**config.mk**
```make
export PLATFORM = sky130hd
export DESIGN_NAME = lnr_lane
export DESIGN_NICKNAME = d
export VERILOG_FILES = /design/src/sv/lnr_pkg.sv /design/src/sv/lnr_lane.sv
export SDC_FILE = /design/constraint.sdc
export NUM_CORES = 1
export LEC_CHECK = 0
export ABC_CLOCK_PERIOD_IN_PS = 8100
export BUFFER_PORTS_ARGS = -buffer_cell sky130_fd_sc_hd__buf_2
export CAP_MARGIN = 30
export CELL_PAD_IN_SITES_DETAIL_PLACEMENT = 1
export CELL_PAD_IN_SITES_GLOBAL_PLACEMENT = 2
export CORE_UTILIZATION = 37
export DETAILED_ROUTE_END_ITERATION = 7
export PLACE_DENSITY = 0.81
export SLEW_MARGIN = 15
export SYNTH_ARGS = -nofsm -noshare
export SYNTH_HDL_FRONTEND = slang
export SYNTH_SLANG_ARGS = --single-unit
export TNS_END_PERCENT = 50
```
**constraint.sdc**
```tcl
create_clock -name i_clk -period 8.1 [get_ports i_clk]
set_clock_uncertainty 0.15 [all_clocks]
set_input_delay 0.405 -clock i_clk [delete_from_list [all_inputs] [get_ports i_clk]]
set_output_delay 0.405 -clock i_clk [all_outputs]
set_load 0.05 [all_outputs]
```
**src/sv/lnr_pkg.sv**
```systemverilog
package lnr_pkg;

    // Frame geometry and fixed-point format
    localparam int CHANNELS     = 4;
    localparam int SAMPLE_BITS  = 24;
    localparam int FRAC_BITS    = 16;
    localparam int MAX_UPSAMPLE = 8;

    // Configuration register widths and indexes
    localparam int STEP_BITS      = 20;
    localparam int CHAN_CFG_BITS  = 3;
    localparam int CFG_INDEX_BITS = 8;
    localparam int CFG_DATA_BITS  = STEP_BITS;
    localparam logic [CFG_INDEX_BITS-1:0] CFG_PHASE_STEP      = CFG_INDEX_BITS'(0);
    localparam logic [CFG_INDEX_BITS-1:0] CFG_CHANNELS_IN_USE = CFG_INDEX_BITS'(1);
    localparam logic [STEP_BITS-1:0]     PHASE_STEP_RESET    = STEP_BITS'(65536);
    localparam logic [CHAN_CFG_BITS-1:0] CHANNELS_RESET      = CHAN_CFG_BITS'(2);

    // Position arithmetic: one guard bit above both the step and 2.0
    localparam int POS_BITS = ((STEP_BITS > FRAC_BITS + 1) ? STEP_BITS : FRAC_BITS + 1) + 1;
    localparam int CNT_BITS = $clog2(MAX_UPSAMPLE + 1);
    localparam logic [POS_BITS-1:0]  ONE_POS  = POS_BITS'(64'd1 << FRAC_BITS);
    localparam logic [POS_BITS-1:0]  TWO_POS  = POS_BITS'(64'd2 << FRAC_BITS);
    localparam logic [STEP_BITS-1:0] MIN_STEP = STEP_BITS'((64'd1 << FRAC_BITS) / MAX_UPSAMPLE);

    // Lane arithmetic
    localparam int PROD_BITS  = SAMPLE_BITS + FRAC_BITS + 2;
    localparam int TDATA_BITS = ((CHANNELS * SAMPLE_BITS + 7) / 8) * 8;

    typedef logic signed [SAMPLE_BITS-1:0] t_sample;
    typedef t_sample [CHANNELS-1:0]        t_frame;

    typedef enum logic [1:0] {
        ST_IDLE,
        ST_INTERP,
        ST_TAIL
    } t_state;

    // Control that travels alongside the lane data
    typedef struct packed {
        logic valid;
        logic last_of_run;
        logic end_of_stream;
    } t_ctl;

endpackage

```
**src/sv/lnr_lane.sv**
```systemverilog
module lnr_lane (
    input  logic                          i_clk,
    input  logic                          i_advance,
    input  logic                          i_active,
    input  lnr_pkg::t_sample              i_base,
    input  lnr_pkg::t_sample              i_other,
    input  logic [lnr_pkg::FRAC_BITS-1:0] i_frac,
    output lnr_pkg::t_sample              o_sample
);

    logic signed [lnr_pkg::SAMPLE_BITS:0]   w_diff;
    logic signed [lnr_pkg::FRAC_BITS:0]     w_frac;
    logic signed [lnr_pkg::PROD_BITS-1:0]   n_prod, r_prod;
    lnr_pkg::t_sample                       n_base, r_base;

    // Difference to the right neighbour, scaled by the fraction
    assign w_diff = {i_other[lnr_pkg::SAMPLE_BITS-1], i_other} -
                    {i_base[lnr_pkg::SAMPLE_BITS-1], i_base};
    assign w_frac = {1'b0, i_frac};

    always_comb begin
        n_prod = '0;
        n_base = '0;
        if (i_active) begin
            n_prod = w_diff * w_frac;
            n_base = i_base;
        end
    end

    // Hold the product while the output side stalls
    always_ff @(posedge i_clk) begin
        if (i_advance) begin
            r_prod <= n_prod;
            r_base <= n_base;
        end
    end

    // Arithmetic shift floors the product; wrap to the sample width
    assign o_sample = r_base + r_prod[lnr_pkg::FRAC_BITS +: lnr_pkg::SAMPLE_BITS];

endmodule

```
==> out/results.tsv <==
stage	metric	value	unit
status	outcome	finished with violations	
status	violations	setup timing	
detailed_routing	totalWireLength	55.0	mm
synth	synth_cell_types	68	
synth	synth_edf_count	48	
timing	slew_viol_final	0	
synth	ys_async_sr_fraction	0	%
timing	period_needed	8210	ps
hold_path	holdCritStartpoint	i_base[19]	
final_layout	antennaDiodeCount	0	
grt	antenna_found_initial	1	
clock_network	ctsHtreeMaxLevel	2	
critical_path	crit_arrival	8120	ps
floorplanning	floorplan.die_area	49600	sq um
synth	ys.warnings.count	0	
detailed_routing	firstDrtPassIters	5	
hold_path	holdPathStages	2	
timing	hold_viol_final	0	
critical_path	required	8010	ps
floorplanning	rows	80	
timing	timing.fmax	122	MHz
detailed_routing	initialDrtViolationCount	591	
floorplanning	dieWidth	223	um
clock_network	clock_sinks	48	
final_layout	mostFrequentLayoutCells	inv_1 (483), fa_1 (367), nand2_1 (229), buf_4 (219), and2_1 (204)	
grt	grt_usage	22.7	%
synth	syn_inst	1995	
final_layout	n_fill_cell	5595	
grt	grt_pass1_vias	16300	
critical_path	cp_slowest_cell	fa_1	
grt	grt.overflow.total	0	
final_layout	final_area	21300	sq um
detailed_routing	via_count	14300	
placed_design	gp_congestion	0.866	
critical_path	crit_path_start_kind	primary input	
run	maxCapViolCount	0	
floorplanning	start_util	37.7	%
critical_path	cp-end-kind	register	
detailed_routing	routed_via_density	4.98	
synth	syn-num-nets	2579	
placed_design	dp_hpwl	45.8	mm
detailed_routing	drc	0	
placed_design	dpl_cell_area	20700	sq um
critical_path	crit_path_frequent_cell	fa_1	
synth	ys_seq_area_share	8.00	%
synth	avgSynthCellArea	9.03	sq um
synth	synth_area	18000	sq um
timing	rsz0062_at_grt	true	
timing	hold_ws	261	ps
floorplanning	ioPinCount	91	
timing	setup_violations	6	
hold_path	min_path_type	in -> reg	
final_layout	final_common_cell	inv_1	
clock_network	cts-root-buf	clkbuf_16	
detailed_routing	wire_per_inst	19.2	um
timing	slew_headroom	48.3	%
clock_network	cts_tree	yes	
final_layout	layout.nets	2830	
timing	period_share	101	%
grt	grt_max_degree	52	
clock_network	clock_path_buffers	2	
grt	grt_pass1_wl	87.8	mm
clock_network	numCtsBuffers	5	
timing	setup_ws	-110	ps
clock_network	clk_pin_slew	70	ps
floorplanning	core-area	47800	sq um
placed_design	io_buffers	90	
synth	synth_ff_type	edfxtp_1	
floorplanning	fp.dieH	223	um
critical_path	crit_type	in -> reg	
timing	tightest_slew	775	ps
final_layout	drive_gt1_share	18.8	%
critical_path	critPathMaxStageDelay	550	ps
hold_path	whs_endpoint	r_base[19]	
synth	ys_seq_elements	48	
detailed_routing	antenna_left	0	
final_layout	area_growth	18.4	%
critical_path	crit_fanout	6	
## critical path, delay by kind of cell
kind                     cells  cell delay (ps)
XOR/XNOR                     2              200
buffers and inverters        7              480
AO/OA/AOI/OAI               11             2400
AND/OR/NAND/NOR              5              760
adder cells (fa/ha/maj)      9             3830
## repair_timing
item / in CTS / in global routing
gates resized for setup: 39 / 51
hold buffers: 0 / 0
buffers inserted: 8 / 5
gates cloned: 0 / 0
setup endpoints to repair: 17 / 18
pin swaps: 44 / 44
## cell type report
type | instances | area (sq um) | area share (%)
repair buffers | 320 | 2300 | 10.8
well taps | 615 | 769 | 3.61
inverters | 490 | 1840 | 8.63
clock inverters | 3 | 17.5 | 0.0821
flip-flops and latches | 48 | 1440 | 6.75
clock buffers | 5 | 125 | 0.586
multi-input cells | 1381 | 14800 | 69.5
## cell families after synthesis
| family | share of synthesized area, % |
|---|---|
| AO/OA/AOI/OAI | 6.46 |
| XOR/XNOR | 3.77 |
| adder cells (fa/ha/maj) | 51.7 |
| buffers and inverters | 11.8 |
| flip-flops | 8.00 |
| multiplexers | 0.986 |
| AND/OR/NAND/NOR | 17.2 |
## cells in the mapped netlist (4+ instances only)
cell       instances  area (sq um)
a2111oi_0          4          35.0
a211oi_1           5          37.5
a21o_1            22           165
a21oi_1           39           195
a31oi_1            4          25.0
and2_1           209          1310
and3_1             8          50.1
and3b_1            4          35.0
buf_2              6          30.0
clkbuf_1          68           255
edfxtp_1          48          1440
fa_1             373          7470
ha_1             144          1800
inv_1            489          1840
maj3_1             5          50.1
mux2_2             6          67.6
mux2i_1           11           110
nand2_1          235           882
nand2b_1          29           181
nand3_1           20           100
nor2_1            32           120
nor2b_1           31           194
nor3_1            15          75.1
o21a_1            14           105
o21ai_0           10          50.1
o21ai_1            9          45.0
o21bai_1          12          90.1
o31ai_1            4          30.0
or3_1              6          37.5
xnor2_1           57           499
xor2_1            18           158
## stage by stage
stage,setup TNS [ps],utilization (%),instances,setup slack (ps)
2_1_floorplan,0,-,1995,11.9
3_3_place_gp,-5970,43.3,2842,-504
3_5_place_dp,-10040,43.3,2842,-726
4_1_cts,-1010,44.1,2858,-177
5_1_grt,-4170,44.6,2862,-427
6_report,-470,44.6,2862,-110
## worst max path at each step
stage	from	end	slack [ps]	cells past startpoint
CTS	i_base[1]	r_prod[39]	-180	33
global route	i_base[1]	r_prod[39]	-430	35
detailed placement	i_base[1]	r_prod[36]	-730	33
floorplan	i_base[1]	r_prod[36]	10	31
finish	i_other[0]	r_prod[39]	-110	34
global placement	i_base[0]	r_prod[39]	-500	30
## state kept, by name (all words and copies together) (netlist names)
| name | count |
|---|---|
| r_base | 24 |
| r_prod | 24 |
## metal layers
metal | track usage (%) | vias to the layer above | wire length [um]
li1 | - | 6476 | -
met1 | 30.5 | 7467 | 24800
met2 | 40.2 | 264 | 27600
met3 | 1.69 | 56 | 1770
met4 | 4.56 | 2 | 762
met5 | 0 | - | 14
Power is left out: the tool's default activity adds up to more than one toggle a clock period on the data nets, which glitch-free logic cannot reach.
