**src/sv/lnr_pkg.sv**
```systemverilog
package lnr_pkg;

    // Frame geometry and fixed-point format
    localparam int CHANNELS     = 4;
    localparam int SAMPLE_BITS  = 24;
    localparam int FRAC_BITS    = 16;
    localparam int MAX_UPSAMPLE = 8;

    // Configuration register widths and indexes
    localparam int STEP_BITS      = 20;
    localparam int CHAN_CFG_BITS  = 3;
    localparam int CFG_INDEX_BITS = 8;
    localparam int CFG_DATA_BITS  = STEP_BITS;
    localparam logic [CFG_INDEX_BITS-1:0] CFG_PHASE_STEP      = CFG_INDEX_BITS'(0);
    localparam logic [CFG_INDEX_BITS-1:0] CFG_CHANNELS_IN_USE = CFG_INDEX_BITS'(1);
    localparam logic [STEP_BITS-1:0]     PHASE_STEP_RESET    = STEP_BITS'(65536);
    localparam logic [CHAN_CFG_BITS-1:0] CHANNELS_RESET      = CHAN_CFG_BITS'(2);

    // Position arithmetic: one guard bit above both the step and 2.0
    localparam int POS_BITS = ((STEP_BITS > FRAC_BITS + 1) ? STEP_BITS : FRAC_BITS + 1) + 1;
    localparam int CNT_BITS = $clog2(MAX_UPSAMPLE + 1);
    localparam logic [POS_BITS-1:0]  ONE_POS  = POS_BITS'(64'd1 << FRAC_BITS);
    localparam logic [POS_BITS-1:0]  TWO_POS  = POS_BITS'(64'd2 << FRAC_BITS);
    localparam logic [STEP_BITS-1:0] MIN_STEP = STEP_BITS'((64'd1 << FRAC_BITS) / MAX_UPSAMPLE);

    // Lane arithmetic
    localparam int PROD_BITS  = SAMPLE_BITS + FRAC_BITS + 2;
    localparam int TDATA_BITS = ((CHANNELS * SAMPLE_BITS + 7) / 8) * 8;

    typedef logic signed [SAMPLE_BITS-1:0] t_sample;
    typedef t_sample [CHANNELS-1:0]        t_frame;

    typedef enum logic [1:0] {
        ST_IDLE,
        ST_INTERP,
        ST_TAIL
    } t_state;

    // Control that travels alongside the lane data
    typedef struct packed {
        logic valid;
        logic last_of_run;
        logic end_of_stream;
    } t_ctl;

endpackage

```
**src/sv/lnr_merge.sv**
```systemverilog
module lnr_merge (
    input  logic                                i_clk,
    input  logic                                i_rst_n,
    input  lnr_pkg::t_ctl                       i_issue,
    input  lnr_pkg::t_frame                     i_lanes,
    input  logic                                i_tready,
    output logic                                o_advance,
    output logic                                o_tvalid,
    output logic [lnr_pkg::TDATA_BITS-1:0]      o_tdata,
    output logic                                o_tlast,
    output logic                                o_tuser
);

    lnr_pkg::t_ctl                     r_s1;
    logic                              r_valid;
    logic [lnr_pkg::TDATA_BITS-1:0]    r_data;
    logic                              r_last;
    logic                              r_eos;

    // Move the whole pipe when the output register is free or being taken
    assign o_advance = !r_valid || i_tready;

    always_ff @(posedge i_clk) begin
        if (!i_rst_n) begin
            r_s1    <= '0;
            r_valid <= 1'b0;
        end else if (o_advance) begin
            r_s1    <= i_issue;
            r_valid <= r_s1.valid;
        end
    end

    // Gather the lanes into one result item
    always_ff @(posedge i_clk) begin
        if (o_advance) begin
            r_data <= lnr_pkg::TDATA_BITS'(i_lanes);
            r_last <= r_s1.last_of_run;
            r_eos  <= r_s1.end_of_stream;
        end
    end

    assign o_tvalid = r_valid;
    assign o_tdata  = r_data;
    assign o_tlast  = r_last;
    assign o_tuser  = r_eos;

endmodule

```
**config.mk**
```make
export PLATFORM = sky130hd
export DESIGN_NAME = lnr_merge
export DESIGN_NICKNAME = d
export VERILOG_FILES = /design/src/sv/lnr_pkg.sv /design/src/sv/lnr_merge.sv
export SDC_FILE = /design/constraint.sdc
export NUM_CORES = 1
export LEC_CHECK = 0
export ABC_AREA = 1
export BUFFER_PORTS_ARGS = -buffer_cell sky130_fd_sc_hd__buf_2
export CAP_MARGIN = 10
export CORE_MARGIN = 3
export CORE_UTILIZATION = 43
export CTS_BUF_LIST = sky130_fd_sc_hd__clkbuf_8
export DETAILED_ROUTE_END_ITERATION = 16
export PLACE_DENSITY = 0.91
export SLEW_MARGIN = 30
export SYNTH_ARGS = -nofsm -noshare
export SYNTH_HDL_FRONTEND = slang
export SYNTH_SLANG_ARGS = --single-unit
```
**constraint.sdc**
```tcl
create_clock -name i_clk -period 4.13 [get_ports i_clk]
set_input_delay 0.2065 -clock i_clk [delete_from_list [all_inputs] [get_ports i_clk]]
set_output_delay 0.2065 -clock i_clk [all_outputs]
set_load 0.05 [all_outputs]
```
==> results of run 1 <==
final cells by class:
class / count / area (um^2)
Clock buffer: 9 / 124
Clock inverter: 7 / 56.3
Fill cell: 545 / 2480
Inverter: 5 / 18.8
Multi-Input combinational cell: 15 / 73.8
Sequential cell: 102 / 3020
Tap cell: 96 / 120
Timing Repair Buffer: 202 / 1010
worst register-to-register path: stages, from the launching register on:
cell and delay, ns:
dfxtp_1 0.39, nand2_4 0.63, buf_4 0.56
stage by stage:
stage | hold WS (ns) | setup slack (ns)
final | 0.0347 | 2.17
after global routing | 0.00756 | 2.02
after CTS | 0.0152 | 2.12
after detailed placement | 0.385 | 2.20
after global placement | 0.383 | 2.28
after floorplan | 0.305 | 0.378
report_power, final:
part           total (uW)  switching [uW]  internal [uW]
Clock                 568             298            270
Combinational         385             304           81.2
Sequential           1230            17.6           1210
Total                2180             620           1560
logic make-up (layout without fill, tap and decap cells):
group	after synthesis	after routing	share of synthesized area, %
flip-flops	102	102	97.3
AND/OR/NAND/NOR	14	14	1.89
buffers and inverters	5	223	0.604
AO/OA/AOI/OAI	1	1	0.242
per-layer routing:
metal | vias to the layer above | GRT usage (%) | routed length, um
li1 | 894 | - | -
met1 | 915 | 16.8 | 2270
met2 | 129 | 29.7 | 3610
met3 | 16 | 7.79 | 843
met4 | 0 | 7.04 | 166
met5 | - | 0 | 0
flip-flops by register name, indices dropped and copies added, names as in the netlist:
name and flops:
r_s1 3, o_tlast 1, o_tdata 96, o_tuser 1, o_tvalid 1
cells in the final DEF, fill, tap and decap left out, drive strengths merged:
cell type,netlist,final
edfxtp,98,98
inv,5,6
clkinvlp,0,1
dfxtp,4,4
nand2,4,4
nor2,7,7
nand3,3,3
a21boi,1,1
clkbuf,0,9
clkinv,0,4
bufinv,0,1
buf,0,202
worst paths after layout:
| path | slack, ns | endpoint | startpoint |
|---|---|---|---|
| worst max-delay path | 2.17 | o_advance | o_tvalid |
| worst min-delay path | 0.03 | o_tdata[78] | i_lanes[78] |
| worst max register to register | 2.20 | o_tdata[83] | o_tvalid |
| worst min register to register | 0.44 | o_tuser | r_s1[0] |
==> reports/results.tsv, run 1 <==
metric	value	unit
setup TNS	0	ns
dpl hpwl	5.39	mm
Inserted Diodes	0	
vias in the first global route	2064	
initial antenna violation count	0	
period utilization	47.5	%
count leader, synth	edfxtp_1	
Max Clock Freq	509	MHz
Post-Syn Area	3110	um^2
Yosys top cell area share	94.7	%
DR iter-0 viols	66	
Vias	1954	
die width	91.0	um
worst path bufs/invs	1	
IO buf count	201	
maximum vdd drop	315	uV
critical path startpoint category	flop	
FF-to-FF path depth	2	
synth unique cells	9	
core region area	6910	um^2
CP Cell Sequence	nand2_4, buf_2	
HP Class	in -> reg	
drt first pass iters	4	
TritonCTS Sinks	102	
register area share after synthesis	97.3	%
routability cong.	0.677	
fin. max-slew vios	0	
Die Span Y	91.0	um
largest cells by area after synthesis	edfxtp_1 (95%), dfxtp_1 (2.6%), nor2_1 (0.72%)	
NumNets Final	437	
critical path data required time	3.92	ns
Antenna Nets Post-Route	0	
share of layout cells above drive strength 1	63.5	%
actual slew at the worst max-slew pin	0.816	ns
CTS resizes	0	
Std-Cell Rows	30	
Cell Pwr Density	492	nW/um^2
global-route wire length before repair	10.7	mm
Setup violations, final	0	
CTS Buf Count	9	
crit path max fanout	66	
Crit Path Category	reg -> out	
RSZ-0062 raised after global routing	no	
Power, Total	2180	uW
starting density of the core	45.0	%
layout overhead on the synthesized area	42.5	%
Worst Path Arrival	1.76	ns
outcome	completed	
io pins	202	
CTS HTree Levels	3	
Worst path top cell family by delay	simple AND/OR/NAND/NOR gates	
Crit path depth	2	
final global-route overflow total	0	
worst skew pair latency	0.34	ns
Via density	4.48	
post-placement cell area	4250	um^2
final hold violations	0	
pin count of the biggest net entering global routing	67	
Critical Path Max Stage Delay	0.63	ns
Post-Layout Cell Count	436	
Tot GR Track Use	16.8	%
Slowest-stage cell, CP	nand2_4	
post-synthesis cell count	122	
design area	4430	um^2
async set-or-reset flop fraction in the synthesized netlist	0	%
wirelength, routed	6.89	mm
crit path time final	1.96	ns
Yosys top cell by area	edfxtp_1	
Post-CTS Setup Inserts	0	
ys flop type	edfxtp_1	
worst hold path depth	1	
Worst Skew	0.00707	ns
synthesis warning total	0	
clk root buf	clkbuf_8	
DRC	0	
Lkg Pwr	0.00200	uW
Syn Nets	224	
CTS Buffer Depth	2	
Post-Place Cells	420	
cts hold-fix bufs	0	
Max Cap Viol	0	
Post-synth top cells	edfxtp_1 (98), nor2_1 (6), dfxtp_1 (4), inv_1 (4), nand2_1 (4)	
Slew HR	45.6	%
Worst-path clk slew	0.09	ns
die footprint	8280	um^2
capturing element type of the critical path	primary output	
CTS tree	built	
final core utilization	64.1	%
syn_area_per_cell	25.5	um^2
average wire per standard cell	15.8	um
#FFs+latches synth	102	
Post-synth EDFFs	98	
Note: power is estimated with default switching activity, not from simulation.
==> run 2: changes to the inputs <==
==> constraint.sdc (replaced) <==
create_clock -name i_clk -period 2 [get_ports i_clk]
set_input_delay 0.1 -clock i_clk [delete_from_list [all_inputs] [get_ports i_clk]]
set_output_delay 0.1 -clock i_clk [all_outputs]
set_load 0.05 [all_outputs]
==> run 2 against run 1 <==
Effect of this change: the flow now stops in clock tree synthesis (4_1_cts); synthesized cell count is the same; synthesized area is the same.
==> reports/results.tsv, run 2 <==
metric	value	unit	change
Post-CTS Setup Inserts	0		unchanged
Post-synth EDFFs	98		unchanged
Post-Syn Area	3110	um^2	unchanged
Yosys top cell area share	94.7	%	unchanged
CTS Buffer Depth	2		unchanged
IO buf count	201		unchanged
#FFs+latches synth	102		unchanged
CTS resizes	0		unchanged
post-placement cell area	4290	um^2	+0.94%
TritonCTS Sinks	102		unchanged
outcome	stopped before the end		
count leader, synth	edfxtp_1		
Yosys top cell by area	edfxtp_1		
Fail Step	clock tree synthesis (4_1_cts)		
register area share after synthesis	97.3	%	unchanged
synthesis warning total	0		unchanged
Post-synth top cells	edfxtp_1 (98), nor2_1 (6), dfxtp_1 (4), inv_1 (4), nand2_1 (4)		
syn_area_per_cell	25.5	um^2	unchanged
ys flop type	edfxtp_1		
largest cells by area after synthesis	edfxtp_1 (95%), dfxtp_1 (2.6%), nor2_1 (0.72%)		
io pins	202		unchanged
Syn Nets	224		unchanged
cts hold-fix bufs	102		+102
tool error	[ERROR RSZ-0060] Max buffer count reached.		
async set-or-reset flop fraction in the synthesized netlist	0	%	unchanged
CTS HTree Levels	3		unchanged
routability cong.	0.687		+1.4%
die width	91.0	um	unchanged
Std-Cell Rows	30		unchanged
post-synthesis cell count	122		unchanged
Die Span Y	91.0	um	unchanged
dpl hpwl	5.67	mm	+5.1%
clk root buf	clkbuf_8		
starting density of the core	45.0	%	unchanged
CTS Buf Count	9		unchanged
synth unique cells	9		unchanged
==> run 2: cells by family after synthesis <==
family / Yosys count / share of synthesized area [%]
buffers and inverters: 5 / 0.604
and+or+nand+nor: 14 / 1.89
AOI/OAI and AO/OA: 1 / 0.242
DFF: 102 / 97.3
==> run 2: metrics by stage <==
stage          setup slack [ns]  utilization, %  hold WS [ns]  cells
3_5_place_dp              0.829            62.1         0.278    422
3_3_place_gp              0.883            62.1         0.276    422
2_1_floorplan            0.0344               -         0.199    122
==> run 3: changes to the inputs <==
--- a/config.mk
+++ b/config.mk
@@ -9,10 +9,9 @@
 export BUFFER_PORTS_ARGS = -buffer_cell sky130_fd_sc_hd__buf_2
 export CAP_MARGIN = 10
 export CORE_MARGIN = 3
-export CORE_UTILIZATION = 43
-export CTS_BUF_LIST = sky130_fd_sc_hd__clkbuf_8
+export CORE_UTILIZATION = 40
 export DETAILED_ROUTE_END_ITERATION = 16
-export PLACE_DENSITY = 0.91
+export PLACE_DENSITY_LB_ADDON = 0.15
 export SLEW_MARGIN = 30
 export SYNTH_ARGS = -nofsm -noshare
 export SYNTH_HDL_FRONTEND = slang
==> run 3 against run 2 <==
Effect of this change: the flow now finishes without violations.
==> reports/results.tsv, run 3 (synthesis gave the netlist of run 1 again) <==
metric	value	unit	change
outcome	completed		
CTS HTree Levels	3		unchanged
actual slew at the worst max-slew pin	0.392	ns	
sequential standard cell area	3020	um^2	
Antenna Nets Post-Route	0		
IO buf count	201		unchanged
Vias	2329		
Slew HR	73.8	%	
worst skew pair latency	0.34	ns	
Worst Skew	0.00801	ns	
Die Span Y	94.1	um	+3.4%
clk root buf	clkbuf_8		
HP Class	in -> reg		
crit path time final	1.53	ns	
initial antenna violation count	0		
grt met3 use	5.77	%	
CTS Buffer Depth	2		unchanged
CTS Buf Count	9		unchanged
routability cong.	0.744		+8.3%
Sequential Power Share	53.8	%	
internal power	3370	uW	
die width	94.1	um	+3.4%
final core utilization	74.0	%	
post-placement setup slack	0.674	ns	-0.155 ns
setup ws final	0.466	ns	
share of layout cells above drive strength 1	50.0	%	
commonest non-fill, non-tap cell in the layout	buf_2		
capturing element type of the critical path	primary output		
DR iter-0 viols	65		
switching power	1340	uW	
global route hottest layer	met2		
critical path data required time	1.90	ns	
final hold violations	0		
most frequent cells in the layout	buf_2 (201), dlygate4sd3_1 (100), edfxtp_1 (98), clkbuf_8 (9), nor2_1 (6)		
Worst-path clk slew	0.09	ns	
vias in the first global route	2488		
layout overhead on the synthesized area	76.4	%	
RSZ-0062 raised after global routing	no		
Lkg Pwr	0.00244	uW	
core region area	7410	um^2	
switching share of power	28.5	%	
Inserted Diodes	0		
Worst Path Arrival	1.43	ns	
Max Cap Viol	0		
period utilization	76.7	%	
Clock Power Share	25.8	%	
NumNets Final	539		
crit path max fanout	26		
met1 GRT Util	18.2	%	
pin count of the biggest net entering global routing	38		
drt first pass iters	4		
starting density of the core	42.0	%	-3.0 points
Gate power share	20.5	%	
area of the multi-input gates	73.8	um^2	
Setup violations, final	0		
critical path startpoint category	flop		
dpl hpwl	5.26	mm	-7.2%
CTS tree	built		
FILL cells	498		
Max Clock Freq	652	MHz	
Std-Cell Rows	31		+3.3%
Crit Path Category	reg -> out		
fin. max-slew vios	0		
TritonCTS Sinks	102		unchanged
wirelength, routed	8.31	mm	
CTS resizes	0		unchanged
Power, Total	4710	uW	
maximum vdd drop	511	uV	
Tot GR Track Use	18.6	%	
average wire per standard cell	15.4	um	
global-route wire length before repair	12.1	mm	
final global-route overflow total	0		
DRC	0		
Cell Pwr Density	860	nW/um^2	
Via density	4.30		
die footprint	8860	um^2	
io pins	202		unchanged
met2 usage	36.1	%	
max reg flops	96		
setup TNS	0	ns	
## run 3: final timing paths
| check | start | to | slack (ns) | cells after the start |
|---|---|---|---|---|
| max | o_tvalid | o_advance | 0.47 | 2 |
| min reg2reg | r_s1[0] | o_tuser | 0.44 | 0 |
| max reg2reg | o_tvalid | r_s1[0] | 0.60 | 5 |
| min | i_rst_n | r_s1[1] | 0.01 | 3 |
## run 3: stage by stage
step	area [um^2]	hold WS, ns	instances
floorplan	3120	0.199	122
global placement	4290	0.277	425
detailed placement	4290	0.278	425
CTS	5480	0.00209	541
global route	5480	0.0164	541
finish	5480	0.0121	541
## run 3: cell type report
class                   instances  area share, %
well taps                      99           2.26
inverters                       5          0.342
flip-flops and latches        102           55.1
repair buffers                304           37.5
clock buffers                  10           2.33
multi-input cells              15           1.35
clock inverters                 6           1.14
## run 3: repair_timing
item / CTS / global route
hold endpoints to repair: 99 / 0
setup buffers: 0 / 0
endpoints found under the setup margin: 0 / 0
hold buffers: 100 / 0
## run 3: critical path: stages (launching register included)
cell and delay [ns]:
dfxtp_1 0.39, nand2_4 0.34, buf_2 0.35
## run 3: power by group through the flow
| stage | clock (uW) | combinational (uW) | sequential (uW) |
|---|---|---|---|
| detailed placement | 0 | 809 | 2580 |
| global route | 1350 | 1000 | 2550 |
| floorplan | 0 | 35.5 | 3090 |
| finish | 1220 | 964 | 2530 |
| global placement | 0 | 805 | 2580 |
| CTS | 1270 | 963 | 2530 |
## run 3: routing by layer
layer	routed length (um)	vias to the layer above
li1	-	1099
met1	2730	1111
met2	4780	104
met3	630	15
met4	165	0
met5	0	-
==> run 4: changes to the inputs <==
--- a/config.mk
+++ b/config.mk
@@ -9,7 +9,7 @@
 export BUFFER_PORTS_ARGS = -buffer_cell sky130_fd_sc_hd__buf_2
 export CAP_MARGIN = 10
 export CORE_MARGIN = 3
-export CORE_UTILIZATION = 40
+export CORE_UTILIZATION = 37
 export DETAILED_ROUTE_END_ITERATION = 16
 export PLACE_DENSITY_LB_ADDON = 0.15
 export SLEW_MARGIN = 30
==> constraint.sdc (replaced) <==
create_clock -name i_clk -period 1.4 [get_ports i_clk]
set_input_delay 0.07 -clock i_clk [delete_from_list [all_inputs] [get_ports i_clk]]
set_output_delay 0.07 -clock i_clk [all_outputs]
set_load 0.05 [all_outputs]
==> run 4 against run 3 <==
Effect of this change: the run now fails in clock tree synthesis (4_1_cts); synthesized area is the same; synthesized cell count is the same.
==> reports/results.tsv, run 4 <==
metric	value	unit	change
outcome	stopped before the end		
Fail Step	clock tree synthesis (4_1_cts)		
tool error	[ERROR RSZ-0060] Max buffer count reached.		
io pins	202		unchanged
routability cong.	0.742		-0.28%
Yosys top cell by area	edfxtp_1		
Post-CTS Setup Inserts	0		unchanged
CTS Buffer Depth	2		unchanged
CTS resizes	0		unchanged
die width	97.7	um	+3.7%
syn_area_per_cell	25.5	um^2	unchanged
cts hold-fix bufs	102		+2.0%
Syn Nets	224		unchanged
synthesis warning total	0		unchanged
ys flop type	edfxtp_1		
Post-synth EDFFs	98		unchanged
IO buf count	201		unchanged
CTS Buf Count	9		unchanged
dpl hpwl	5.35	mm	+1.7%
CTS HTree Levels	3		unchanged
Yosys top cell area share	94.7	%	unchanged
#FFs+latches synth	102		unchanged
Post-synth top cells	edfxtp_1 (98), nor2_1 (6), dfxtp_1 (4), inv_1 (4), nand2_1 (4)		
Std-Cell Rows	32		+3.2%
TritonCTS Sinks	102		unchanged
largest cells by area after synthesis	edfxtp_1 (95%), dfxtp_1 (2.6%), nor2_1 (0.72%)		
register area share after synthesis	97.3	%	unchanged
Post-Place Cells	429		+0.94%
Die Span Y	97.7	um	+3.7%
clk root buf	clkbuf_8		
count leader, synth	edfxtp_1		
async set-or-reset flop fraction in the synthesized netlist	0	%	unchanged
post-synthesis cell count	122		unchanged
Post-Syn Area	3110	um^2	unchanged
synth unique cells	9		unchanged
starting density of the core	39.2	%	-2.7 points
-- run 4: kinds of logic after synthesis --
logic type             Yosys count  synth area share [%]
and+or+nand+nor                 14                  1.89
AOI/OAI and AO/OA                1                 0.242
DFF                            102                  97.3
buffers and inverters            5                 0.604
-- run 4: per-stage QoR --
step	cell area [um^2]	utilization [%]	setup WS [ns]	hold slack, ns
floorplan	3130	-	0.115	0.169
global placement	4340	54.8	0.285	0.247
detailed placement	4340	54.8	0.278	0.248
