<file path="src/sv/lnr_pkg.sv">
package lnr_pkg;

    // Frame geometry and fixed-point format
    localparam int CHANNELS     = 4;
    localparam int SAMPLE_BITS  = 24;
    localparam int FRAC_BITS    = 16;
    localparam int MAX_UPSAMPLE = 8;

    // Configuration register widths and indexes
    localparam int STEP_BITS      = 20;
    localparam int CHAN_CFG_BITS  = 3;
    localparam int CFG_INDEX_BITS = 8;
    localparam int CFG_DATA_BITS  = STEP_BITS;
    localparam logic [CFG_INDEX_BITS-1:0] CFG_PHASE_STEP      = CFG_INDEX_BITS'(0);
    localparam logic [CFG_INDEX_BITS-1:0] CFG_CHANNELS_IN_USE = CFG_INDEX_BITS'(1);
    localparam logic [STEP_BITS-1:0]     PHASE_STEP_RESET    = STEP_BITS'(65536);
    localparam logic [CHAN_CFG_BITS-1:0] CHANNELS_RESET      = CHAN_CFG_BITS'(2);

    // Position arithmetic: one guard bit above both the step and 2.0
    localparam int POS_BITS = ((STEP_BITS > FRAC_BITS + 1) ? STEP_BITS : FRAC_BITS + 1) + 1;
    localparam int CNT_BITS = $clog2(MAX_UPSAMPLE + 1);
    localparam logic [POS_BITS-1:0]  ONE_POS  = POS_BITS'(64'd1 << FRAC_BITS);
    localparam logic [POS_BITS-1:0]  TWO_POS  = POS_BITS'(64'd2 << FRAC_BITS);
    localparam logic [STEP_BITS-1:0] MIN_STEP = STEP_BITS'((64'd1 << FRAC_BITS) / MAX_UPSAMPLE);

    // Lane arithmetic
    localparam int PROD_BITS  = SAMPLE_BITS + FRAC_BITS + 2;
    localparam int TDATA_BITS = ((CHANNELS * SAMPLE_BITS + 7) / 8) * 8;

    typedef logic signed [SAMPLE_BITS-1:0] t_sample;
    typedef t_sample [CHANNELS-1:0]        t_frame;

    typedef enum logic [1:0] {
        ST_IDLE,
        ST_INTERP,
        ST_TAIL
    } t_state;

    // Control that travels alongside the lane data
    typedef struct packed {
        logic valid;
        logic last_of_run;
        logic end_of_stream;
    } t_ctl;

endpackage

</file>
<file path="src/sv/lnr_seq.sv">
module lnr_seq (
    input  logic                              i_clk,
    input  logic                              i_rst_n,
    input  logic                              i_valid,
    output logic                              o_ready,
    input  lnr_pkg::t_frame                   i_frame,
    input  logic                              i_last,
    input  logic [lnr_pkg::STEP_BITS-1:0]     i_step,
    input  logic                              i_advance,
    output lnr_pkg::t_ctl                     o_issue,
    output lnr_pkg::t_frame                   o_base,
    output lnr_pkg::t_frame                   o_other,
    output logic [lnr_pkg::FRAC_BITS-1:0]     o_frac
);

    lnr_pkg::t_state                      r_state, n_state;
    logic [lnr_pkg::POS_BITS-1:0]         r_pos, n_pos;
    logic [lnr_pkg::CNT_BITS-1:0]         r_cnt, n_cnt;
    logic [lnr_pkg::STEP_BITS-1:0]        r_next_pos, n_next_pos;
    logic                                 r_have_prev, n_have_prev;
    logic                                 r_last, n_last;
    lnr_pkg::t_frame                      r_cur, n_cur;
    lnr_pkg::t_frame                      r_prev, n_prev;

    logic [lnr_pkg::STEP_BITS-1:0]        w_step;
    logic [lnr_pkg::POS_BITS-1:0]         w_next;
    logic [lnr_pkg::POS_BITS-1:0]         w_pos_after;
    logic                                 w_can;
    logic                                 w_end;

    // Raise a tiny step so one segment yields at most the upsample limit
    assign w_step = (i_step < lnr_pkg::MIN_STEP) ? lnr_pkg::MIN_STEP : i_step;
    assign w_next = r_pos + lnr_pkg::POS_BITS'(w_step);
    assign w_can  = (r_pos < lnr_pkg::ONE_POS) &&
                    (r_cnt < lnr_pkg::CNT_BITS'(lnr_pkg::MAX_UPSAMPLE));
    assign w_end  = (w_next >= lnr_pkg::ONE_POS) ||
                    (r_cnt == lnr_pkg::CNT_BITS'(lnr_pkg::MAX_UPSAMPLE - 1));
    // Position relative to the newer frame once a segment is done
    assign w_pos_after = (r_pos >= lnr_pkg::ONE_POS) ? (r_pos - lnr_pkg::ONE_POS) :
                         '0;

    // State registers
    always_ff @(posedge i_clk) begin
        if (!i_rst_n) begin
            r_state     <= lnr_pkg::ST_IDLE;
            r_pos       <= '0;
            r_cnt       <= '0;
            r_next_pos  <= '0;
            r_have_prev <= 1'b0;
            r_last      <= 1'b0;
        end else begin
            r_state     <= n_state;
            r_pos       <= n_pos;
            r_cnt       <= n_cnt;
            r_next_pos  <= n_next_pos;
            r_have_prev <= n_have_prev;
            r_last      <= n_last;
        end
    end

    // Frame stores
    always_ff @(posedge i_clk) begin
        r_cur  <= n_cur;
        r_prev <= n_prev;
    end

    // Accept frames and walk the output positions of each segment, one result a cycle while the output advances
    always_comb begin
        n_state     = r_state;
        n_pos       = r_pos;
        n_cnt       = r_cnt;
        n_next_pos  = r_next_pos;
        n_have_prev = r_have_prev;
        n_last      = r_last;
        n_cur       = r_cur;
        n_prev      = r_prev;
        o_ready     = 1'b0;
        o_issue     = '0;
        o_base      = r_prev;
        o_other     = r_cur;
        o_frac      = r_pos[lnr_pkg::FRAC_BITS-1:0];

        unique case (r_state)
            lnr_pkg::ST_IDLE: begin
                o_ready = 1'b1;
                if (i_valid) begin
                    n_cur  = i_frame;
                    n_last = i_last;
                    n_cnt  = '0;
                    if (r_have_prev) begin
                        n_pos   = lnr_pkg::POS_BITS'(r_next_pos);
                        n_state = lnr_pkg::ST_INTERP;
                    end else if (i_last) begin
                        n_pos   = '0;
                        n_state = lnr_pkg::ST_TAIL;
                    end else begin
                        // First frame only primes the block
                        n_prev      = i_frame;
                        n_have_prev = 1'b1;
                        n_next_pos  = '0;
                    end
                end
            end

            lnr_pkg::ST_INTERP: begin
                if (w_can) begin
                    if (i_advance) begin
                        o_issue.valid         = 1'b1;
                        o_issue.last_of_run   = w_end &&
                                                (!r_last || (w_next >= lnr_pkg::TWO_POS));
                        o_issue.end_of_stream = o_issue.last_of_run && r_last;
                        n_pos = w_next;
                        n_cnt = r_cnt + lnr_pkg::CNT_BITS'(1);
                    end
                end else if (r_last) begin
                    n_pos   = w_pos_after;
                    n_cnt   = '0;
                    n_state = lnr_pkg::ST_TAIL;
                end else begin
                    n_prev      = r_cur;
                    n_have_prev = 1'b1;
                    n_next_pos  = w_pos_after[lnr_pkg::STEP_BITS-1:0];
                    n_state     = lnr_pkg::ST_IDLE;
                end
            end

            lnr_pkg::ST_TAIL: begin
                // Right neighbour is missing: repeat the last frame
                o_base  = r_cur;
                o_other = r_cur;
                o_frac  = '0;
                if (w_can) begin
                    if (i_advance) begin
                        o_issue.valid         = 1'b1;
                        o_issue.last_of_run   = w_end;
                        o_issue.end_of_stream = w_end;
                        n_pos = w_next;
                        n_cnt = r_cnt + lnr_pkg::CNT_BITS'(1);
                    end
                end else begin
                    n_have_prev = 1'b0;
                    n_next_pos  = '0;
                    n_state     = lnr_pkg::ST_IDLE;
                end
            end

            default: begin
                n_state = lnr_pkg::ST_IDLE;
            end
        endcase
    end

endmodule

</file>
<file path="config.mk">
export PLATFORM = sky130hd
export DESIGN_NAME = lnr_seq
export DESIGN_NICKNAME = d
export VERILOG_FILES = /design/src/sv/lnr_pkg.sv /design/src/sv/lnr_seq.sv
export SDC_FILE = /design/constraint.sdc
export NUM_CORES = 1
export LEC_CHECK = 0
export ABC_AREA = 1
export BUFFER_PORTS_ARGS = -buffer_cell sky130_fd_sc_hd__clkbuf_2
export CELL_PAD_IN_SITES_DETAIL_PLACEMENT = 1
export CELL_PAD_IN_SITES_GLOBAL_PLACEMENT = 1
export CORE_MARGIN = 1.5
export CORE_UTILIZATION = 39
export DETAILED_ROUTE_END_ITERATION = 8
export MAX_ROUTING_LAYER = met4
export PLACE_DENSITY_LB_ADDON = 0.1
export REMOVE_ABC_BUFFERS = 1
export SYNTH_ARGS = -nofsm -noshare
export SYNTH_HDL_FRONTEND = slang
export SYNTH_SLANG_ARGS = --single-unit
export TNS_END_PERCENT = 100
</file>
<file path="constraint.sdc">
create_clock -name i_clk -period 12.8 [get_ports i_clk]
set_clock_uncertainty 0.05 [all_clocks]
set_input_delay 1.28 -clock i_clk [delete_from_list [all_inputs] [get_ports i_clk]]
set_output_delay 1.28 -clock i_clk [all_outputs]
set_load 0.02 [all_outputs]
</file>
==> flow_metrics.tcl, run 1 <==
set metrics [dict create \
    rsz0062_at_grt "false" \
    clk_latency_ps 550 \
    postSynthRegisterBits 241 \
    regArea_sq_mm 0.006746 \
    holdPathStages 2 \
    dieHeight_microns 181.5 \
    swShare_pct 47.61 \
    gr-total-overflow 0 \
    dr.pass1.iters 5 \
    critical_path.cell_chain "clkbuf_2 -> nor4_1 -> nand3_1 -> inv_1 -> nor2_1 -> ha_1 -> nand2_1 -> nor2_1 -> nand2_1 -> nand3b_1 -> nand3_1 -> nand2_1 -> nand2_1 -> nor2_1 -> nand3_1 -> nand3_1 -> nor2_1 -> clkbuf_2" \
    maxCapViolations 0 \
    synth-xor-area-share_pct 0.7756 \
    worstMarginPinSlew_ps 1182 \
    ys.flop_type "edfxtp_1" \
    worstSetupPathType "input port to output port" \
    drive_gt1_share_pct 21.68 \
    final_area_sq_mm 0.01523 \
    ys_seq_area_share_pct 54.31 \
    synth_edf_count 192 \
    drc 0 \
    synth_top_family_by_area "simple AND/OR/NAND/NOR gates" \
    grt_max_degree 97 \
    hold_class "flop to flop" \
    coreArea_sq_mm 0.03147 \
    cellLeakagePower_nw 7.341 \
    clock_sinks 241 \
    cp_max_fo 12 \
    place.gp.congestion 0.8874 \
    min_period_ps 5676 \
    antenna_found_initial 2 \
    holdBufCountCts 0 \
    grtUsageTotal_pct 25.65 \
    p_clk_share_pct 18.1 \
    r2r_cells 11 \
    critPathLaunchType "input port" \
    initial_utilization_pct 39.47 \
    outcome "completed" \
    netlist_area_sq_mm 0.01242 \
    switchingPower_mw 1.925 \
    cts-resized-gates 0 \
    synth_mux_area_share_pct 0 \
    cts_tree "yes" \
    slew_headroom_pct 21.17 \
    grt_pass1_vias 11477 \
    utilization_pct 48.39 \
    yosysWarnings 0 \
    post_cts_buffers 0 \
    clockRootBuffer "clkbuf_16" \
    area_growth_syn_to_layout_pct 22.61 \
    syn_inst 1546 \
    cp_slowest_cell "inv_1" \
    multi_input_area_sq_mm 0.005017 \
    p_seq_share_pct 32.3 \
    path_clk_slew_ps 60 \
    finalHoldViolCount 0 \
    slew_violations 0 \
    postPlaceCellArea_sq_mm 0.01440 \
    die-width_microns 181.5 \
    ir_drop_mv 0.1954 \
    rows 65 \
    drt_iter0_drc 638 \
    grt_pass1_wl_microns 64790 \
    die-area_sq_mm 0.03293 \
    finalSetupViolCount 0 \
    synthArstFlopShare_pct 0 \
    fillers 3949 \
    holdWs_ps 399.3 \
    vias 11521 \
    fin_crit_sh_pct 44.34 \
    avgRoutedWirePerCell_microns 18.19 \
    final_nets 1996 \
    via_per_inst 5.071 \
    cp.arrival_ps 4350 \
    power.internal_mw 2.118 \
    power_density_mw_per_mm2 265.5 \
    endpoint_kind "output port" \
    fin_setup_tns_ps 0 \
    syn_avg_cell_area_sq_um 8.035 \
    synth_fa_ha_area_share_pct 2.881 \
    clock_path_buffers 3 \
    fmax_mhz 176.2 \
    cts_made_buffers 27 \
    layout_common_cells "769 x nand2_1, 332 x clkbuf_2, 192 x edfxtp_1" \
    io_pins 333 \
    final_common_cell "nand2_1" \
    slowest_delay_ps 380 \
    ant_nets 0 \
    htree_levels 1 \
    cp.required_ps 11470 \
    share_comb_of_total_power_pct 49.6 \
    synth_cell_types 40 \
    synth-compound-area-share_pct 6.869 \
    synthSimpleGateAreaFrac_pct 29.61 \
    dp_hpwl_microns 28920 \
    drt_wl_total_microns 41330 \
    io_buffers 332 \
]
[per-layer routing]
metal / global-route usage [%] / part of all wire (%)
met5: - / 0
met4: 6.267 / 2.0
met3: 3.831 / 5.5
met2: 42.58 / 48
met1: 33.01 / 44
[cells by family (layout without fill, tap and decap cells)]
logic type	after synthesis	in the layout
flops	241	241
other cells	0	2
fa+ha+maj	28	28
xor+xnor	11	11
compound gates	164	164
buf+inv	175	497
simple gates	927	927
[critical path, delay by kind of cell]
family / cells / cell delay (ps)
AND/OR/NAND/NOR: 14 / 2050
buffers and inverters: 3 / 660
adder cells (fa/ha/maj): 1 / 370
[synthesized netlist by cell type (all sizes together) (2+ instances only)]
cell,n,area share [%]
xor2,8,0.56
nor2,78,2.6
nand4,10,0.50
nand3b,4,0.24
and2,3,0.15
nor4,3,0.15
nor3,7,0.37
xnor2,3,0.21
clkinv,3,0.091
nand3,42,1.7
buf,14,0.66
o21bai,3,0.18
ha,27,2.7
or2,3,0.15
edfxtp,192,46
nor3b,2,0.12
inv,103,3.1
o211ai,4,0.24
clkbuf,55,1.7
o21ai,72,2.9
nand2,775,24
dfxtp,49,7.9
a21oi,81,3.3
[layout make-up]
type / instances / share of cell area (%)
Tap cell: 402 / 3.302
Sequential cell: 241 / 44.29
Multi-Input combinational cell: 1130 / 32.94
Timing Repair Buffer: 341 / 11.35
Inverter: 106 / 2.662
Clock inverter: 18 / 0.8543
Antenna cell: 2 / 0.03286
Clock buffer: 32 / 4.559
[final timing paths]
kind | startpoint | to | slack [ps]
worst max-delay path | i_step[19] | o_issue[0] | 7120
worst min-delay path | r_next_pos[19]$_SDFFE_PN0P_ | r_next_pos[19]$_SDFFE_PN0P_ | 400
worst max register to register | r_state[0]$_SDFFE_PN0P_ | r_pos[18]$_SDFFE_PN0P_ | 9410
worst min register to register | r_next_pos[19]$_SDFFE_PN0P_ | r_next_pos[19]$_SDFFE_PN0P_ | 400
[power by group through the flow]
stage	sequential, mW	combinational (mW)	clock (mW)
floorplan	1.39	1.24	0
global placement	1.31	2.00	0
detailed placement	1.32	2.02	0
CTS	1.30	2.03	0.750
global route	1.33	2.21	0.782
finish	1.30	2.01	0.732
[flip-flops by register name, indices dropped and copies added, names as in the netlist]
register and cells:
r_prev 96, r_next_pos 20, r_last 1, r_pos 21
o_other 96, r_state 2, r_cnt 4, r_have_prev 1
[per-stage QoR]
stage | setup WS, ps | power (mW) | instances
2_1_floorplan | -566.0 | 2.634 | 1477
3_3_place_gp | 7267 | 3.303 | 2220
3_5_place_dp | 7175 | 3.338 | 2220
4_1_cts | 7158 | 4.083 | 2270
5_1_grt | 6810 | 4.324 | 2272
6_report | 7124 | 4.043 | 2272
Power figures use the tool's default switching activity.
==> run 2, diff against run 1 <==
Clock period 12.8 ns to 5.6 ns, I/O delays scaled along.
==> flow_metrics.tcl, run 2 (synthesis gave the netlist of run 1 again) <==
set metrics [dict create \
    drt_iter0_drc 651 \
    finalSetupViolCount 0 \
    path_clk_slew_ps 60 \
    drt_wl_total_microns 41920 \
    clockRootBuffer "clkbuf_16" \
    hold_class "input port to flop" \
    r2r_setup_slack_ps 2520 \
    cp.required_ps 4990 \
    fmax_mhz 237.5 \
    ir_drop_mv 0.4728 \
    switchingPower_mw 4.435 \
    endpoint_kind "output port" \
    min_period_ps 4211 \
    ant_nets 0 \
    fin_setup_tns_ps 0 \
    via_per_inst 5.069 \
    post_cts_buffers 0 \
    critPathLaunch "i_step[19]" \
    cp_max_fo 12 \
    htree_levels 1 \
    die-width_microns 181.5 \
    io_pins 333 \
    clock_sinks 241 \
    dp_hpwl_microns 28990 \
    area_growth_syn_to_layout_pct 23.55 \
    dr.pass1.iters 4 \
    p_seq_share_pct 31.6 \
    avgRoutedWirePerCell_microns 18.43 \
    antenna_found_initial 2 \
    grtUsageTotal_pct 25.84 \
    fillers 3973 \
    dieHeight_microns 181.5 \
    coreArea_sq_mm 0.03147 \
    r2r_cells 12 \
    vias 11532 \
    initial_utilization_pct 39.47 \
    swShare_pct 47.04 \
    final_common_cell "nand2_1" \
    holdBufCountCts 0 \
    utilization_pct 48.76 \
    power_density_mw_per_mm2 614.3 \
    crit_end "o_issue[0]" \
    io_buffers 332 \
    die-area_sq_mm 0.03293 \
    cp.arrival_ps 3600 \
    slew_violations 0 \
    worstSetupPathType "input port to output port" \
    gr-total-overflow 0 \
    multi_input_area_sq_mm 0.005017 \
    fin_crit_sh_pct 75.19 \
    place.gp.congestion 0.8862 \
    drive_gt1_share_pct 21.91 \
    grt_max_degree 97 \
    cts_tree "yes" \
    drc 0 \
    power.internal_mw 4.993 \
    rsz0062_at_grt "false" \
    maxCapViolations 0 \
    worstMarginPinSlew_ps 1140 \
    rows 65 \
    cellLeakagePower_nw 7.399 \
    grt_pass1_vias 11596 \
    regArea_sq_mm 0.006746 \
    slew_headroom_pct 24.03 \
    r2r-end "r_pos[17]$_SDFFE_PN0P_" \
    share_comb_of_total_power_pct 49.0 \
    cts_made_buffers 28 \
    critPathLaunchType "input port" \
    grt_pass1_wl_microns 65400 \
    final_nets 1998 \
    layout_common_cells "769 x nand2_1, 332 x clkbuf_2, 192 x edfxtp_1" \
    p_clk_share_pct 19.4 \
    clock_path_buffers 3 \
    finalHoldViolCount 0 \
    reg2reg_from "r_state[1]$_SDFFE_PN0P_" \
    cts-resized-gates 0 \
    outcome "completed" \
    clk_latency_ps 550 \
]
==> run 2: worst min path at each step <==
| stage | to | startpoint | cells past startpoint |
|---|---|---|---|
| after detailed placement | r_next_pos[14]$_SDFFE_PN0P_ | r_next_pos[14]$_SDFFE_PN0P_ | 2 |
| final | o_other[72]$_DFFE_PP_ | i_frame[72] | 1 |
| after global placement | r_next_pos[14]$_SDFFE_PN0P_ | r_next_pos[14]$_SDFFE_PN0P_ | 2 |
| after global routing | o_other[72]$_DFFE_PP_ | i_frame[72] | 1 |
| after floorplan | r_next_pos[7]$_SDFFE_PN0P_ | r_next_pos[7]$_SDFFE_PN0P_ | 2 |
| after CTS | o_other[72]$_DFFE_PP_ | i_frame[72] | 1 |
==> run 2: area by class of cell <==
| cell class | instances | area share [%] |
|---|---|---|
| sequential | 241 | 43.96 |
| antenna | 2 | 0.03261 |
| inverter | 106 | 2.641 |
| tap | 402 | 3.277 |
| clock buffer | 45 | 5.503 |
| timing repair buffer | 342 | 11.40 |
| multi-input combinational | 1130 | 32.69 |
| clock inverter | 7 | 0.4973 |
==> run 2: routing by layer <==
| metal | vias up | routed length, microns | global-route usage, % |
|---|---|---|---|
| met5 | - | 0 | - |
| met4 | 0 | 1274 | 8.233 |
| met3 | 68 | 2601 | 4.332 |
| met2 | 349 | 19630 | 41.83 |
| met1 | 5513 | 18410 | 33.08 |
| li1 | 5602 | - | - |
==> run 2: power by group through the flow <==
| stage | combinational (mW) | sequential, mW | clock (mW) |
|---|---|---|---|
| final | 4.62 | 2.98 | 1.83 |
| after global routing | 5.08 | 3.04 | 1.93 |
| after CTS | 4.66 | 2.98 | 1.87 |
| after detailed placement | 4.64 | 3.01 | 0 |
| after global placement | 4.58 | 2.99 | 0 |
| after floorplan | 2.72 | 3.04 | 0 |
==> run 2: through the flow <==
stage | area (sq um) | std cells | power (mW) | setup WS [ps] | hold slack, ps
floorplan | 12130 | 1477 | 5.755 | -7766 | 371.5
global route | 15350 | 2275 | 10.06 | 1017 | 126.4
CTS | 15340 | 2273 | 9.504 | 1388 | 122.1
detailed placement | 14420 | 2221 | 7.653 | 1403 | 391.0
global placement | 14420 | 2221 | 7.572 | 1509 | 379.8
finish | 15350 | 2275 | 9.427 | 1389 | 146.7
==> run 2: worst max-delay path: stages <==
cell      delay [ps]
clkbuf_2          90
nor4_1           350
nand3_1          200
inv_1            390
nor2_1           100
ha_1             370
nand2_1          130
nor2_1           240
nand2_1           80
nand3b_1         180
nand3_1          100
nand2_1           50
nand2_1          160
nor2_1            60
nand3_1          100
nand3_1          100
nor2_1           140
clkbuf_2         190
==> run 3, diff against run 2 <==
Settings changed: ABC_AREA 1 to 0, CORE_UTILIZATION 39 to 38.
Clock period 5.6 ns to 3.7 ns, I/O delays scaled along.
==> flow_metrics.tcl, run 3 <==
set metrics [dict create \
    outcome "finished, violations left" \
    violations "negative setup slack" \
    ys_top_cells_by_area "edfxtp_1 47%, mux2_2 18%, dfxtp_1 8.1%" \
    met2_usage_pct 41.31 \
    synth_top_cell_area_share_pct 47.49 \
    dieHeight_microns 181.8 \
    maxCapViolations 0 \
    r2r-end "r_pos[14]$_SDFFE_PN0P_" \
    ant_nets 0 \
    grtUsageMet3_pct 4.352 \
    finalSetupViolCount 2 \
    worstSetupPathType "input port to output port" \
    slew_violations 0 \
    fillers 3366 \
    syn_avg_cell_area_sq_um 12.52 \
    fin_setup_tns_ps -504.1 \
    power_density_mw_per_mm2 779.0 \
    ys_seq_area_share_pct 55.56 \
    yosysWarnings 0 \
    ys_top_cells_by_count "192 x edfxtp_1, 192 x mux2_2, 65 x a21oi_1" \
    drc 0 \
    netlist_area_sq_mm 0.01214 \
    drt_wl_total_microns 39690 \
    grt_max_degree 113 \
    critical_path.cell_chain "clkbuf_2 -> nor4_4 -> nand2_2 -> and2_4 -> ha_4 -> inv_2 -> fa_2 -> nor2b_4 -> o31a_1 -> o41ai_4 -> o2111a_2 -> o21ai_2 -> a222oi_1 -> buf_4 -> a31oi_4 -> o21a_1 -> buf_6" \
    postSynthRegisterBits 241 \
    min_from "i_last" \
    cp.required_ps 3280 \
    grt_pass1_vias 10280 \
    r2r_setup_slack_ps 520 \
    slew_headroom_pct 51.57 \
    finalHoldViolCount 0 \
    io_pins 333 \
    cts_tree "yes" \
    avgRoutedWirePerCell_microns 21.26 \
    synthArstFlopShare_pct 0 \
    ir_drop_mv 0.3611 \
    htree_levels 1 \
    hold_class "input port to flop" \
    synth_edf_count 192 \
    rows 65 \
    multi_input_area_sq_mm 0.005239 \
    place.gp.congestion 0.9308 \
    clk_latency_ps 520 \
    syn_inst 970 \
    reg2reg_from "r_pos[1]$_SDFFE_PN0P_" \
    die-area_sq_mm 0.03303 \
    io_buffers 332 \
    initial_utilization_pct 38.58 \
    worstMarginPinSlew_ps 726.4 \
    endpoint_kind "output port" \
    fin_crit_sh_pct 107.2 \
    critPathLaunchType "input port" \
    cp_max_fo 3 \
    via_per_inst 5.259 \
    drt_iter0_drc 479 \
    area_growth_syn_to_layout_pct 38.19 \
    hold_path_end "r_last$_SDFFE_PN0P_" \
    setup_slack_ps -267.5 \
    clock_sinks 241 \
    grt_pass1_wl_microns 61020 \
    cellLeakagePower_nw 6.724 \
    slowest_delay_ps 360 \
    dp_hpwl_microns 28210 \
    busiest_layer "met2" \
    cp_slowest_cell "o41ai_4" \
    final_common_cell "clkbuf_2" \
    ys.flop_type "edfxtp_1" \
    final_nets 1592 \
    path_clk_slew_ps 60 \
    yosys.area.top_type "edfxtp_1" \
    die-width_microns 181.8 \
    dr.pass1.iters 7 \
    drive_gt1_share_pct 47.16 \
    rsz0062_at_grt "true" \
    cts_made_buffers 27 \
    gr-usage-met1_pct 29.31 \
    clockRootBuffer "clkbuf_16" \
    grtUsageTotal_pct 24.26 \
    dpl_worst_slack_ps -486.6 \
    cp.arrival_ps 3550 \
    synth_cell_types 72 \
    critical-path-top-delay-family "compound AO/OA/AOI/OAI gates" \
    coreArea_sq_mm 0.03147 \
    gr-total-overflow 0 \
    fmax_mhz 252.0 \
    holdPathStages 3 \
    layout_common_cells "329 x clkbuf_2, 192 x mux2_2, 192 x edfxtp_1" \
    r2r_cells 13 \
    antenna_found_initial 2 \
    min_period_ps 3968 \
    clock_path_buffers 3 \
    vias 9818 \
    regArea_sq_mm 0.006748 \
    crit_buf_inv 4 \
]
## run 3: tightest hold or removal path, stage by stage
cell and delay, ps:
clkbuf_2 140, mux2i_1 80, nor2_1 80
## run 3: worst max path at each step
stage | from | to | slack, ps | cells past startpoint
after detailed placement | i_step[17] | o_issue[0] | -490 | 17
final | i_step[14] | o_issue[0] | -270 | 17
after global routing | i_step[14] | o_issue[0] | -410 | 17
after global placement | i_step[17] | o_issue[0] | -310 | 16
after floorplan | r_state[0]$_SDFFE_PN0P_ | r_last$_SDFFE_PN0P_ | -2070 | 6
after CTS | i_step[17] | o_issue[0] | -350 | 16
## run 3: power breakdown
part           internal [mW]  switching, mW  total (mW)
clock                   1.59           1.06        2.65
combinational           2.30           3.77        6.08
sequential              3.92          0.420        4.34
total                   7.82           5.25        13.1
## run 3: timing repair
| action | in CTS | in global routing |
|---|---|---|
| pin swaps | 3 | 12 |
| endpoints found under the setup margin | 2 | 2 |
| hold buffers | 96 | 0 |
| gates resized for setup | 14 | 25 |
| setup buffers | 4 | 5 |
| cloned | 0 | 0 |
| endpoints found under the hold margin | 96 | 0 |
## run 3: final cells by class
cell class,instances,area share (%)
flip-flops and latches,241,40.22
multi-input cells,643,31.22
well taps,402,2.998
repair buffers,510,19.85
clock inverters,4,0.2685
clock buffers,45,4.966
inverters,20,0.4474
diodes,2,0.02983
## run 3: per-layer routing
| layer | wire length (microns) | share of wire [%] |
|---|---|---|
| met5 | 0 | 0 |
| met4 | 1177 | 3.0 |
| met3 | 2264 | 5.7 |
| met2 | 19620 | 49 |
| met1 | 16630 | 42 |
## run 3: stage by stage
step	instance area (sq um)	total power [mW]	utilization, %	hold slack, ps	cells
floorplan	11840	7.984	-	381.5	904
global placement	14650	10.18	46.55	393.3	1711
detailed placement	14650	10.27	46.55	402.6	1711
CTS	16600	13.09	52.74	114.1	1860
global route	16780	13.74	53.31	149.4	1867
finish	16780	13.07	53.31	138.2	1867
## run 3: kinds of logic (layout without fill, tap and decap cells)
kind of cell             after synthesis  after routing  share of synthesized area [%]
AO/OA/AOI/OAI                        188            188                          10.24
XOR/XNOR                              19             19                          1.371
adder cells (fa/ha/maj)               28             28                          2.947
buffers and inverters                 86            579                          3.133
flip-flops                           241            241                          55.56
multiplexers                         194            194                          17.97
other                                  0              2                              0
AND/OR/NAND/NOR                      214            214                          8.770
